## config.mk

```make
export PLATFORM = sky130hd
export DESIGN_NAME = serial_command_frame_responder
export DESIGN_NICKNAME = d
export VERILOG_FILES = /design/src/rtl/scfr_pkg.sv /design/src/rtl/scfr_reply.sv /design/src/rtl/serial_command_frame_responder.sv
export SDC_FILE = /design/constraint.sdc
export NUM_CORES = 1
export LEC_CHECK = 0
export BUFFER_PORTS_ARGS = -buffer_cell sky130_fd_sc_hd__buf_4
export CAP_MARGIN = 20
export CORE_UTILIZATION = 35
export DETAILED_ROUTE_END_ITERATION = 6
export PLACE_DENSITY = 0.63
export SYNTH_ARGS = -nofsm -noshare
export SYNTH_HDL_FRONTEND = slang
export SYNTH_SLANG_ARGS = --single-unit
```

## constraint.sdc

```tcl
create_clock -name clk -period 13.2 [get_ports clk]
set_clock_uncertainty 0.2 [all_clocks]
set_input_delay 1.32 -clock clk [delete_from_list [all_inputs] [get_ports clk]]
set_output_delay 1.32 -clock clk [all_outputs]
set_load 0.01 [all_outputs]
```

## src/rtl/scfr_pkg.sv

```systemverilog
// shared types and constants of the serial command frame responder
package scfr_pkg;

	localparam logic [7:0] HDR_BYTE        = 8'hFF;
	localparam logic [7:0] CHECK_MASK      = 8'hFE;
	localparam logic [7:0] REPLY_OFFSET    = 8'h40;
	localparam logic [7:0] THRESHOLD_RESET = 8'd250;
	localparam logic [7:0] MIN_SIZE        = 8'd7;

	// request command codes
	localparam logic [7:0] CMD_ALL       = 8'h00;
	localparam logic [7:0] CMD_RED       = 8'h01;
	localparam logic [7:0] CMD_GREEN     = 8'h02;
	localparam logic [7:0] CMD_BLUE      = 8'h03;
	localparam logic [7:0] CMD_PROX      = 8'h04;
	localparam logic [7:0] CMD_COLOR     = 8'h05;
	localparam logic [7:0] CMD_SET_LED   = 8'h08;
	localparam logic [7:0] CMD_SET_THRES = 8'h09;

	// input item kinds
	localparam logic KIND_BYTE   = 1'b0;
	localparam logic KIND_SAMPLE = 1'b1;

	// color classes
	localparam logic [1:0] COLOR_NONE  = 2'd0;
	localparam logic [1:0] COLOR_RED   = 2'd1;
	localparam logic [1:0] COLOR_OTHER = 2'd2;

	// byte positions of a reply frame
	localparam logic [3:0] POS_HDR1  = 4'd0;
	localparam logic [3:0] POS_HDR2  = 4'd1;
	localparam logic [3:0] POS_SIZE  = 4'd2;
	localparam logic [3:0] POS_ID    = 4'd3;
	localparam logic [3:0] POS_CMD   = 4'd4;
	localparam logic [3:0] POS_CHK1  = 4'd5;
	localparam logic [3:0] POS_CHK2  = 4'd6;
	localparam logic [3:0] POS_DATA0 = 4'd7;
	localparam logic [3:0] POS_DATA1 = 4'd8;
	localparam logic [3:0] POS_DATA2 = 4'd9;
	localparam logic [3:0] POS_DATA3 = 4'd10;
	localparam logic [3:0] POS_DATA4 = 4'd11;

	typedef enum logic [3:0] {
		PS_IDLE = 4'd0,
		PS_HDR2 = 4'd1,
		PS_SIZE = 4'd2,
		PS_ID   = 4'd3,
		PS_CMD  = 4'd4,
		PS_CHK1 = 4'd5,
		PS_CHK2 = 4'd6,
		PS_DATA = 4'd7
	} parse_state_t;

	typedef struct packed {
		logic        command;
		logic [7:0]  rx_byte;
		logic [15:0] red;
		logic [15:0] green;
		logic [15:0] blue;
		logic [7:0]  proximity;
	} in_item_t;

	typedef struct packed {
		logic [7:0] tx_byte;
		logic       last_byte;
	} out_item_t;

	// stored sensor sample as seen by the reply builder
	typedef struct packed {
		logic [15:0] red;
		logic [15:0] green;
		logic [15:0] blue;
		logic [7:0]  proximity;
		logic [1:0]  color;
	} sample_t;

	// checked frame handed from the parser to the reply builder
	typedef struct packed {
		logic       load;
		logic [7:0] cmd;
	} reply_req_t;

endpackage

```

## src/rtl/scfr_reply.sv

```systemverilog
// reply frame builder and byte streamer
module scfr_reply (
	input  logic                  clk,
	input  logic                  arst_n,
	input  scfr_pkg::reply_req_t  req,
	input  scfr_pkg::sample_t     sample,
	input  logic [7:0]            device_id,
	output logic                  busy,
	output logic                  out_valid,
	input  logic                  out_ready,
	output scfr_pkg::out_item_t   out_item
);

	logic       busy_q;
	logic [3:0] idx_q;
	logic [3:0] last_idx_q;
	logic [7:0] cmd_q;
	logic [7:0] chk_q;
	logic [7:0] data_q [0:4];

	logic       known;
	logic [3:0] len;
	logic [7:0] data_d [0:4];
	logic [7:0] reply_cmd;
	logic [7:0] sum;
	logic       out_acc;
	logic [7:0] byte_mux;

	// reply layout per request command
	always_comb begin
		known = 1'b1;
		len   = 4'd7;
		for (int i = 0; i < 5; i++) begin
			data_d[i] = 8'h00;
		end
		unique case (req.cmd)
			scfr_pkg::CMD_ALL: begin
				len       = 4'd12;
				data_d[0] = sample.red[15:8];
				data_d[1] = sample.red[7:0];
				data_d[2] = sample.green[15:8];
				data_d[3] = sample.green[7:0];
				data_d[4] = sample.proximity;
			end
			scfr_pkg::CMD_RED: begin
				len       = 4'd9;
				data_d[0] = sample.red[15:8];
				data_d[1] = sample.red[7:0];
			end
			scfr_pkg::CMD_GREEN: begin
				len       = 4'd9;
				data_d[0] = sample.green[15:8];
				data_d[1] = sample.green[7:0];
			end
			scfr_pkg::CMD_BLUE: begin
				len       = 4'd9;
				data_d[0] = sample.blue[15:8];
				data_d[1] = sample.blue[7:0];
			end
			scfr_pkg::CMD_PROX: begin
				len       = 4'd8;
				data_d[0] = sample.proximity;
			end
			scfr_pkg::CMD_COLOR: begin
				len       = 4'd8;
				data_d[0] = {6'd0, sample.color};
			end
			scfr_pkg::CMD_SET_LED,
			scfr_pkg::CMD_SET_THRES: begin
				len = 4'd7;
			end
			default: begin
				known = 1'b0;
			end
		endcase
		reply_cmd = req.cmd + scfr_pkg::REPLY_OFFSET;
		// two header bytes add up to 0xFE, unused data bytes are zero
		sum = scfr_pkg::HDR_BYTE + scfr_pkg::HDR_BYTE + {4'd0, len} + device_id
			+ reply_cmd + data_d[0] + data_d[1] + data_d[2] + data_d[3] + data_d[4];
	end

	assign out_acc = busy_q && out_ready;

	always_ff @(posedge clk or negedge arst_n) begin
		if (!arst_n) begin
			busy_q     <= 1'b0;
			idx_q      <= 4'd0;
			last_idx_q <= 4'd0;
		end else begin
			if (req.load && known) begin
				busy_q     <= 1'b1;
				idx_q      <= scfr_pkg::POS_HDR1;
				last_idx_q <= len - 4'd1;
			end else if (out_acc) begin
				if (idx_q == last_idx_q) begin
					busy_q <= 1'b0;
				end else begin
					idx_q <= idx_q + 4'd1;
				end
			end
		end
	end

	always_ff @(posedge clk) begin
		if (req.load && known) begin
			cmd_q <= reply_cmd;
			chk_q <= sum & scfr_pkg::CHECK_MASK;
			for (int i = 0; i < 5; i++) begin
				data_q[i] <= data_d[i];
			end
		end
	end

	always_comb begin
		unique case (idx_q)
			scfr_pkg::POS_HDR1:  byte_mux = scfr_pkg::HDR_BYTE;
			scfr_pkg::POS_HDR2:  byte_mux = scfr_pkg::HDR_BYTE;
			scfr_pkg::POS_SIZE:  byte_mux = {4'd0, last_idx_q} + 8'd1;
			scfr_pkg::POS_ID:    byte_mux = device_id;
			scfr_pkg::POS_CMD:   byte_mux = cmd_q;
			scfr_pkg::POS_CHK1:  byte_mux = chk_q;
			scfr_pkg::POS_CHK2:  byte_mux = ~chk_q & scfr_pkg::CHECK_MASK;
			scfr_pkg::POS_DATA0: byte_mux = data_q[0];
			scfr_pkg::POS_DATA1: byte_mux = data_q[1];
			scfr_pkg::POS_DATA2: byte_mux = data_q[2];
			scfr_pkg::POS_DATA3: byte_mux = data_q[3];
			scfr_pkg::POS_DATA4: byte_mux = data_q[4];
			default:             byte_mux = 8'h00;
		endcase
	end

	assign busy               = busy_q;
	assign out_valid          = busy_q;
	assign out_item.tx_byte   = byte_mux;
	assign out_item.last_byte = (idx_q == last_idx_q);

`ifndef NO_ASSERTIONS
	a_no_load_while_busy: assert property (@(posedge clk) disable iff (!arst_n)
		!(req.load && busy_q))
		else $error("reply requested while a reply is still streaming");

	a_idx_in_frame: assert property (@(posedge clk) disable iff (!arst_n)
		busy_q |-> (idx_q <= last_idx_q && last_idx_q >= 4'd6 && last_idx_q <= 4'd11))
		else $error("reply byte index outside the frame");

	a_keep_streaming: assert property (@(posedge clk) disable iff (!arst_n)
		(out_acc && idx_q != last_idx_q) |=> (busy_q && idx_q == $past(idx_q) + 4'd1))
		else $error("reply stopped before its last byte");
`endif

endmodule

```

## src/rtl/serial_command_frame_responder.sv

```systemverilog
// top level of the serial command frame responder with color sensor front end
//
// usage
//  - in channel (in_valid/in_ready/in_item): each item is either a received
//    serial byte (command 0) or a new sensor sample (command 1)
//  - out channel (out_valid/out_ready/out_item): reply frames, one byte per item,
//    last_byte marks the final byte of a frame (7 to 12 bytes per frame)
//  - cfg channel (cfg_valid/cfg_ready/cfg_data): writes device_id, always ready;
//    write only while no reply is pending
// timing
//  - every input item is consumed in the cycle it is accepted; one item per cycle while in_ready is high
//  - a frame that checks out and carries a known command raises out_valid the
//    cycle after its last byte, then one reply byte per cycle while out_ready is high
//  - in_ready stays high while no reply streams; it only drops when a reply is
//    still streaming and the parser sits on a byte that could close a frame,
//    since the single reply buffer holds one frame
// reset
//  - arst_n clears the parser, the stored sample and device_id, and loads the
//    proximity threshold with 250; no reply is pending after reset
// stalls
//  - a low out_ready just holds the current reply byte
module serial_command_frame_responder (
	input  logic                 clk,
	input  logic                 arst_n,
	input  logic                 in_valid,
	output logic                 in_ready,
	input  scfr_pkg::in_item_t   in_item,
	output logic                 out_valid,
	input  logic                 out_ready,
	output scfr_pkg::out_item_t  out_item,
	input  logic                 cfg_valid,
	output logic                 cfg_ready,
	input  logic [7:0]           cfg_data
);

	// configuration
	logic [7:0] device_id_q;

	// parser state
	scfr_pkg::parse_state_t state_q, state_d;
	logic [7:0] running_sum_q;
	logic [7:0] frame_size_q;
	logic [7:0] frame_command_q;
	logic [7:0] received_check_one_q;
	logic [7:0] received_check_two_q;

	// stored sample and threshold
	logic [15:0] red_q;
	logic [15:0] green_q;
	logic [15:0] blue_q;
	logic [7:0]  proximity_q;
	logic [1:0]  color_q;
	logic [7:0]  threshold_q;

	logic       in_acc;
	logic       byte_acc;
	logic       sample_acc;
	logic [7:0] rx;
	logic [7:0] sum_add;
	logic [7:0] chk_sum;
	logic [7:0] exp_c1;
	logic [7:0] exp_c2;
	logic [7:0] got_c2;
	logic [7:0] data_byte;
	logic       frame_done;
	logic       frame_ok;
	logic [1:0] color_d;
	logic       reply_busy;

	scfr_pkg::reply_req_t req;
	scfr_pkg::sample_t    sample;

	// while a reply streams, input waits in the states where a byte can close a frame
	assign in_ready   = !(reply_busy &&
		(state_q == scfr_pkg::PS_CHK2 || state_q == scfr_pkg::PS_DATA));
	assign in_acc     = in_valid && in_ready;
	assign byte_acc   = in_acc && (in_item.command == scfr_pkg::KIND_BYTE);
	assign sample_acc = in_acc && (in_item.command == scfr_pkg::KIND_SAMPLE);
	assign rx         = in_item.rx_byte;
	assign sum_add    = running_sum_q + rx;

	assign cfg_ready = 1'b1;

	// next parse state
	always_comb begin
		state_d = state_q;
		if (byte_acc) begin
			unique case (state_q)
				scfr_pkg::PS_HDR2:
					state_d = (rx == scfr_pkg::HDR_BYTE) ? scfr_pkg::PS_SIZE : scfr_pkg::PS_IDLE;
				scfr_pkg::PS_SIZE:
					state_d = (rx < scfr_pkg::MIN_SIZE) ? scfr_pkg::PS_IDLE : scfr_pkg::PS_ID;
				scfr_pkg::PS_ID:
					state_d = (rx == device_id_q) ? scfr_pkg::PS_CMD : scfr_pkg::PS_IDLE;
				scfr_pkg::PS_CMD:
					state_d = scfr_pkg::PS_CHK1;
				scfr_pkg::PS_CHK1:
					state_d = scfr_pkg::PS_CHK2;
				scfr_pkg::PS_CHK2:
					state_d = (frame_size_q > scfr_pkg::MIN_SIZE) ? scfr_pkg::PS_DATA
						: scfr_pkg::PS_IDLE;
				scfr_pkg::PS_DATA:
					state_d = scfr_pkg::PS_IDLE;
				default:
					state_d = (rx == scfr_pkg::HDR_BYTE) ? scfr_pkg::PS_HDR2 : scfr_pkg::PS_IDLE;
			endcase
		end
	end

	// frame check at the closing byte
	always_comb begin
		chk_sum    = (state_q == scfr_pkg::PS_DATA) ? sum_add : running_sum_q;
		exp_c1     = chk_sum & scfr_pkg::CHECK_MASK;
		exp_c2     = ~exp_c1 & scfr_pkg::CHECK_MASK;
		got_c2     = (state_q == scfr_pkg::PS_CHK2) ? rx : received_check_two_q;
		data_byte  = (state_q == scfr_pkg::PS_DATA) ? rx : 8'h00;
		frame_done = byte_acc && ((state_q == scfr_pkg::PS_DATA) ||
			(state_q == scfr_pkg::PS_CHK2 && frame_size_q <= scfr_pkg::MIN_SIZE));
		frame_ok   = frame_done && (received_check_one_q == exp_c1) && (got_c2 == exp_c2);
		req.load   = frame_ok;
		req.cmd    = frame_command_q;
	end

	// color class of an incoming sample
	always_comb begin
		priority if (in_item.proximity < threshold_q) begin
			color_d = scfr_pkg::COLOR_NONE;
		end else if (in_item.red > in_item.green) begin
			color_d = scfr_pkg::COLOR_RED;
		end else begin
			color_d = scfr_pkg::COLOR_OTHER;
		end
	end

	always_ff @(posedge clk or negedge arst_n) begin
		if (!arst_n) begin
			device_id_q          <= 8'h00;
			state_q              <= scfr_pkg::PS_IDLE;
			running_sum_q        <= 8'h00;
			frame_size_q         <= 8'h00;
			frame_command_q      <= 8'h00;
			received_check_one_q <= 8'h00;
			received_check_two_q <= 8'h00;
			red_q                <= 16'h0000;
			green_q              <= 16'h0000;
			blue_q               <= 16'h0000;
			proximity_q          <= 8'h00;
			color_q              <= scfr_pkg::COLOR_NONE;
			threshold_q          <= scfr_pkg::THRESHOLD_RESET;
		end else begin
			if (cfg_valid) begin
				device_id_q <= cfg_data;
			end
			state_q <= state_d;
			if (byte_acc) begin
				unique case (state_q)
					scfr_pkg::PS_HDR2,
					scfr_pkg::PS_ID:   running_sum_q <= sum_add;
					scfr_pkg::PS_SIZE: begin
						running_sum_q <= sum_add;
						frame_size_q  <= rx;
					end
					scfr_pkg::PS_CMD: begin
						running_sum_q   <= sum_add;
						frame_command_q <= rx;
					end
					scfr_pkg::PS_CHK1: received_check_one_q <= rx;
					scfr_pkg::PS_CHK2: received_check_two_q <= rx;
					scfr_pkg::PS_DATA: running_sum_q        <= sum_add;
					// waiting for a header: the sum restarts at this byte
					default:           running_sum_q        <= rx;
				endcase
			end
			// threshold write takes effect from the next sample on
			if (frame_ok && frame_command_q == scfr_pkg::CMD_SET_THRES) begin
				threshold_q <= data_byte;
			end
			if (sample_acc) begin
				red_q       <= in_item.red;
				green_q     <= in_item.green;
				blue_q      <= in_item.blue;
				proximity_q <= in_item.proximity;
				color_q     <= color_d;
			end
		end
	end

	assign sample.red       = red_q;
	assign sample.green     = green_q;
	assign sample.blue      = blue_q;
	assign sample.proximity = proximity_q;
	assign sample.color     = color_q;

	// reply buffer and byte streamer
	scfr_reply u_reply (
		.clk       (clk),
		.arst_n    (arst_n),
		.req       (req),
		.sample    (sample),
		.device_id (device_id_q),
		.busy      (reply_busy),
		.out_valid (out_valid),
		.out_ready (out_ready),
		.out_item  (out_item)
	);

`ifndef NO_ASSERTIONS
	a_done_closes_frame: assert property (@(posedge clk) disable iff (!arst_n)
		frame_done |=> (state_q == scfr_pkg::PS_IDLE))
		else $error("parser did not restart after a closing byte");

	a_sample_keeps_parser: assert property (@(posedge clk) disable iff (!arst_n)
		sample_acc |=> (state_q == $past(state_q)))
		else $error("sensor sample moved the frame parser");

	a_reply_follows_frame: assert property (@(posedge clk) disable iff (!arst_n)
		(frame_ok && (frame_command_q == scfr_pkg::CMD_SET_LED ||
			frame_command_q == scfr_pkg::CMD_SET_THRES)) |=> out_valid)
		else $error("checked setup frame gave no acknowledge");
`endif

endmodule

```

# Word level (Yosys, flattened, before mapping)
# Memory sizes are Yosys's and may differ from the RTL's.
# Cells that the tools add are included.
[op_classes] add_sub_neg=13 mux=26 reduce_logical=31 bitwise=4 n_lt_le_gt_ge=5 eq_ne=31
[op_table] operator="one-hot mux 8 bit (11 select lines)" n=1
[op_table] operator="adder 8 bit" n=8
[op_table] operator="one-hot mux 8 bit (5 select lines)" n=1
[op_table] operator="equality test 4 x 3 -> 1 bit, second input constant" n=8
[op_table] operator="equality test 8 bit" n=3
[op_table] operator="two-way mux 24 bit" n=1
[op_table] operator="two-way mux 8 bit" n=3
[op_table] operator="one-hot mux 8 bit (3 select lines)" n=1
[op_table] operator="one-hot mux 3 bit (7 select lines)" n=1
[op_table] operator="equality test 4 x 2 -> 1 bit, second input constant" n=4
[op_table] operator="equality test 4 bit, second input constant" n=4
[op_table] operator="equality test 8 x 2 -> 1 bit, second input constant" n=2
[op_table] operator="equality test 8 x 3 -> 1 bit, second input constant" n=2
[op_table] operator="equality test 8 x 4 -> 1 bit, second input constant" n=2
[op_table] operator="greater-than comparator 16 bit" n=1
[op_table] operator="inverter 8 bit" n=2
[op_table] operator="one-hot mux 8 bit (2 select lines)" n=1
[op_table] operator="two-way mux 4 bit" n=3
[op_table] operator="one-hot mux 4 bit (3 select lines)" n=1
[op_table] operator="AND reduction 2 bit" n=6
[op_table] operator="logical AND 1 bit" n=11
[op_table] operator="adder 8 x 7 -> 8 bit, second input constant" n=1
[op_table] operator="equality test 4 x 1 -> 1 bit, second input constant" n=2
[op_table] operator="equality test 8 x 1 -> 1 bit, second input constant" n=1
[op_table] operator="24 further kinds" n=40
[totals] out_inout_bits=12 word_cells=129 mem_count=1 register_bits=142 ramBits=40
[memory_table] memory="u_reply.data_q" depth=5 word_bits=8 rd=5 rd_clocked_by_memory_dff=0 write_ports=5 line="scfr_reply.sv:19" source="logic [7:0] data_q [0:4];"

# Longest topological paths before layout
[logic_depth] depth_word=12 mapped_depth=22 ltp_nobuf=21

# Modules after synthesis
# From an unflattened synthesis, not the netlist that was laid out.
[unflattened] cells_unflattened=960 hier_area_um2=10841.6
[by_module_without_submodules] mod="serial_command_frame_responder" area_each_um2=5993.2 n_inst=1 cells_per_inst=511
[by_module_without_submodules] mod="scfr_reply" area_each_um2=4848.4 n_inst=1 cells_per_inst=449

# Worst setup path after synthesis
# Ideal clock, no wire load.
[synth_path] path_kind="in2reg" start="in in_item[56] in the netlist's numbering" end="reg u_reply.chk_q[1], enable pin" setup_time_ps=607 slack_ps=3641 arrival_time_ps=8752 path_stages=8 cell_sequence="ha_1 -> fa_1 -> a21oi_1 -> nor3_1 -> or3b_2 -> mux2i_1 -> or4_1 -> nor4_1"
[synth_between] elab_chain_len=6 elab_cells_between_ends=9 classes_between="add/sub (1); eq/ne (2); mux (2); bitwise (1); reduce/logical (3)"
[synth_lines] item="start: declaration" line="serial_command_frame_responder.sv:27" source="input scfr_pkg::in_item_t in_item,"
[synth_lines] item="adder 8 bit" line="serial_command_frame_responder.sv:80" source="assign sum_add = running_sum_q + rx;"
[synth_lines] item="two-way mux 8 bit" line="serial_command_frame_responder.sv:112" source="chk_sum = (state_q == scfr_pkg::PS_DATA) ? sum_add : running_sum_q;"
[synth_lines] item="equality test 8 bit / inverter 8 bit (equally long branches)" line="serial_command_frame_responder.sv:119, serial_command_frame_responder.sv:114"
[synth_lines] item="logical AND 1 bit / equality test 8 bit (equally long branches)" line="serial_command_frame_responder.sv:119" source="frame_ok = frame_done && (received_check_one_q == exp_c1) && (got_c2 == exp_c2);"
[synth_lines] item="logical AND 1 bit *" line="serial_command_frame_responder.sv:119"
[synth_lines] item="logical AND 1 bit *" line="scfr_reply.sv:105" source="if (req.load && known) begin"
[synth_lines] item="end signal: assignment" line="scfr_reply.sv:107" source="chk_q <= sum & scfr_pkg::CHECK_MASK;"
[synth_lines] item="end: declaration" line="scfr_reply.sv:18" source="logic [7:0] chk_q;"
# Every way passes the cells marked *; elsewhere a longest branch is shown, timed or not.
# A chain may end at the register's enable or synchronous reset.

# Worst setup path in the final report
[layout_path] start="reg frame_command_q[6]" end="reg u_reply.chk_q[7], data pin"
[layout_between] elab_cells_between_ends=22 classes_between="add/sub (9); eq/ne (5); mux (4); reduce/logical (4)"
[layout_lines] item="start: declaration" line="serial_command_frame_responder.sv:43" source="logic [7:0] frame_command_q;"
[layout_lines] item="start signal: assignment" line="serial_command_frame_responder.sv:165" source="frame_command_q <= rx;"
[layout_lines] item="adder 8 x 7 -> 8 bit" line="scfr_reply.sv:76" source="reply_cmd = req.cmd + scfr_pkg::REPLY_OFFSET;"
[layout_lines] item="net u_reply.reply_cmd[6]" line="scfr_reply.sv:24" source="logic [7:0] reply_cmd;"
[layout_lines] item="adder 8 bit (6 in series)" line="scfr_reply.sv:79" source="+ reply_cmd + data_d[0] + data_d[1] + data_d[2] + data_d[3] + data_d[4];"
[layout_lines] item="net u_reply.sum[7]" line="scfr_reply.sv:25" source="logic [7:0] sum;"
# The timed path passes the listed nets, and every way through them passes these cells.

==> results.json <==
{
  "cts_root_buffer": "clkbuf_16",
  "cp_max_fo": 25,
  "die_w_um": 177,
  "yosys.cell_types.count": 71,
  "hold_buffers": 0,
  "grt.total_usage_pct": 18.6,
  "power_density_nw_per_um2": 149,
  "ant_nets": 0,
  "tns_ps": 0,
  "worst_pin_slew_ps": 952,
  "via_count": 7565,
  "fmax_ghz": 0.167,
  "period_needed_ps": 5990,
  "first_global_vias": 7624,
  "cts_tree": "built",
  "grt_max_degree": 77,
  "synth_nets": 1142,
  "cts_resized": 0,
  "leakage_nw": 5.42,
  "area_growth_syn_to_layout_pct": 15.6,
  "async_flop_share_pct": 69.1,
  "min_period_over_period_pct": 45.3,
  "antenna_found_initial": 0,
  "cts_buffer_depth": 2,
  "synth_seq_cells": 178,
  "ys.flop_type": "dfrtp_1",
  "syn_area_per_cell_sq_um": 10.9,
  "whs_ps": 291,
  "post-dp-hpwl_mm": 20.2,
  "fill_cells": 2839,
  "maxCapViolCount": 0,
  "clk_latency_ps": 450,
  "ioPinCount": 90,
  "io_buffers": 88,
  "outcome": "finished clean",
  "pre_cts_ws_ps": 7220,
  "grt_overflow": 0,
  "first_iter_violations": 700,
  "avgViaCountPerCell": 5.22,
  "avgRoutedWirePerCell_um": 19.0,
  "critPathRequiredTime_ps": 13190,
  "yosysSeqAreaShare_pct": 44.2,
  "die_h_um": 177,
  "finalWorstSetupSlack_ps": 7210,
  "power.total_w": 0.00185,
  "hold_viol_final": 0,
  "layout.nets": 1208,
  "initial_core_util_pct": 35.8,
  "syn_area_sq_um": 10700,
  "end_kind": "flop",
  "cts_htree_levels": 4,
  "drive_above_1_share_pct": 21.8,
  "numCtsBuffers": 17,
  "clkSinkCount": 178,
  "core_area_sq_um": 29900,
  "rsz0062_at_grt": "false",
  "setup_violations": 0,
  "dieArea_sq_um": 31300,
  "dr.pass1.iters": 7,
  "cp.arrival_ps": 5980,
  "worstHoldPathType": "flop to flop",
  "synthTopCellsByArea": "dfrtp_1 27%, edfxtp_1 15%, mux2_2 8.3%",
  "route.detailed.drc": 0,
  "yosys_warnings": 0,
  "cp-start-kind": "flop",
  "synth_area_leader_cell": "dfrtp_1",
  "wl_mm": 27.6,
  "rows": 63,
  "grt_pass1_wl_mm": 43.7,
  "path_class": "flop to flop",
  "clkTransAtPathRegs_ps": 80,
  "syn_inst": 981,
  "yosysTopAreaCellShare_pct": 27.3,
  "report.final.slew_viol_count": 0,
  "diodes": 0,
  "cts_setup_buffers": 0,
  "routabilityCongestion": 0.839,
  "synth-edff-count": 55,
  "slew_headroom_pct": 36.4,
  "ir_worst_vdd_v": 0.000112
}
## logic make-up after synthesis
family	count (synthesis)	share of synthesized area (%)
mux	124	12.5
simple gates	234	10.9
fa+ha+maj	83	12.3
xor+xnor	39	3.19
buf+inv	146	5.25
compound gates	176	11.5
flops	178	44.2
other cells	1	0.0350
## metrics by stage
stage,instances,area (sq um),utilization [%]
after global routing,1450,12400,41.4
after global placement,1418,11700,39.2
final,1450,12400,41.4
after floorplan,981,10700,-
after CTS,1450,12400,41.4
after detailed placement,1418,11700,39.2
## Yosys cell counts, types with 13 or more instances
| cell type | instances |
|---|---|
| o21ai_0 | 52 |
| nand3_1 | 14 |
| edfxtp_1 | 55 |
| mux2i_1 | 45 |
| clkbuf_1 | 32 |
| dfrtp_1 | 117 |
| inv_1 | 98 |
| nand2_1 | 92 |
| nor2b_1 | 13 |
| a22oi_1 | 13 |
| fa_1 | 37 |
| xor2_1 | 15 |
| nor2_1 | 41 |
| and2_1 | 20 |
| xnor2_1 | 24 |
| mux2_2 | 79 |
| ha_1 | 46 |
| a21oi_1 | 21 |
## state kept, by name (all words and copies together) (netlist names), 5 cells and up
| signal | count |
|---|---|
| blue_q | 16 |
| device_id_q | 8 |
| frame_command_q | 8 |
| frame_size_q | 5 |
| green_q | 16 |
| proximity_q | 8 |
| received_check_one_q | 8 |
| received_check_two_q | 8 |
| red_q | 16 |
| running_sum_q | 8 |
| threshold_q | 8 |
| u_reply.chk_q | 7 |
| u_reply.cmd_q | 8 |
| u_reply.data_q | 40 |
## report_power, final
group / internal, W / switching, W / total [W]
logic: 0.000293 / 0.000321 / 0.000614
clock network: 0.000273 / 0.000285 / 0.000558
registers: 0.000638 / 0.0000382 / 0.000676
total: 0.00120 / 0.000644 / 0.00185
## critical path: stages (launching register included)
cell	delay, ps
dfrtp_1	370
inv_1	90
ha_1	190
nand2_1	110
or3_1	550
nor2_1	280
buf_4	290
nand2_1	140
fa_1	550
inv_1	50
fa_1	470
inv_1	50
fa_1	500
fa_1	610
inv_1	60
ha_1	290
a21o_1	160
a21oi_1	220
o21bai_1	90
a21oi_1	190
xnor2_1	110
xnor2_1	160
## area by class of cell
cell class                      count  area (sq um)  share of cell area (%)
Inverter                           98           368                    2.97
Multi-Input combinational cell    657          5420                    43.8
Tap cell                          390           488                    3.94
Clock inverter                     15           225                    1.82
Sequential cell                   178          4740                    38.3
Timing Repair Buffer               95           713                    5.76
Clock buffer                       17           425                    3.44
## worst paths after layout
| check | slack [ps] | depth (start not counted) | to | from |
|---|---|---|---|---|
| hold / removal | 290 | 2 | threshold_q[1]$_DFFE_PN1P_ | threshold_q[1]$_DFFE_PN1P_ |
| setup reg to reg | 7210 | 21 | u_reply.chk_q[7]$_DFFE_PP_ | frame_command_q[6]$_DFFE_PN0P_ |
| max in group asynchronous | 10700 | 2 | u_reply.last_idx_q[1]$_DFFE_PN0P_ | arst_n |
| hold reg to reg | 290 | 2 | threshold_q[1]$_DFFE_PN1P_ | threshold_q[1]$_DFFE_PN1P_ |
| min in group asynchronous | 790 | 1 | frame_size_q[5]$_DFFE_PN0P_ | arst_n |
| setup / recovery | 7210 | 21 | u_reply.chk_q[7]$_DFFE_PP_ | frame_command_q[6]$_DFFE_PN0P_ |
## cells in the final DEF (no fill, tap or decap), drive strengths merged, types with 6 or more instances in the layout
| master | n |
|---|---|
| dfrtp | 117 |
| inv | 112 |
| buf | 95 |
| nand2 | 92 |
| mux2 | 79 |
| edfxtp | 55 |
| o21ai | 53 |
| ha | 46 |
| mux2i | 45 |
| nor2 | 41 |
| fa | 37 |
| xnor2 | 24 |
| a21oi | 22 |
| and2 | 21 |
| clkbuf | 17 |
| xor2 | 15 |
| nand3 | 15 |
| nor2b | 13 |
| a22oi | 13 |
| a211oi | 11 |
| nand2b | 10 |
| a21o | 10 |
| o21a | 9 |
| a22o | 8 |
| nand4 | 8 |
| a221oi | 8 |
| nor4 | 7 |
| o22ai | 6 |
| dfstp | 6 |
| o211ai | 6 |
## metal layers
layer  routed length (um)  vias to the layer above  GRT usage [%]
met1                13400                     3753           27.1
met5                    0                        -              0
met4                  496                        0           5.60
li1                     -                     3569              -
met2                12200                      209           27.7
met3                 1400                       34           3.46
Note: power is estimated with default switching activity, not from simulation.
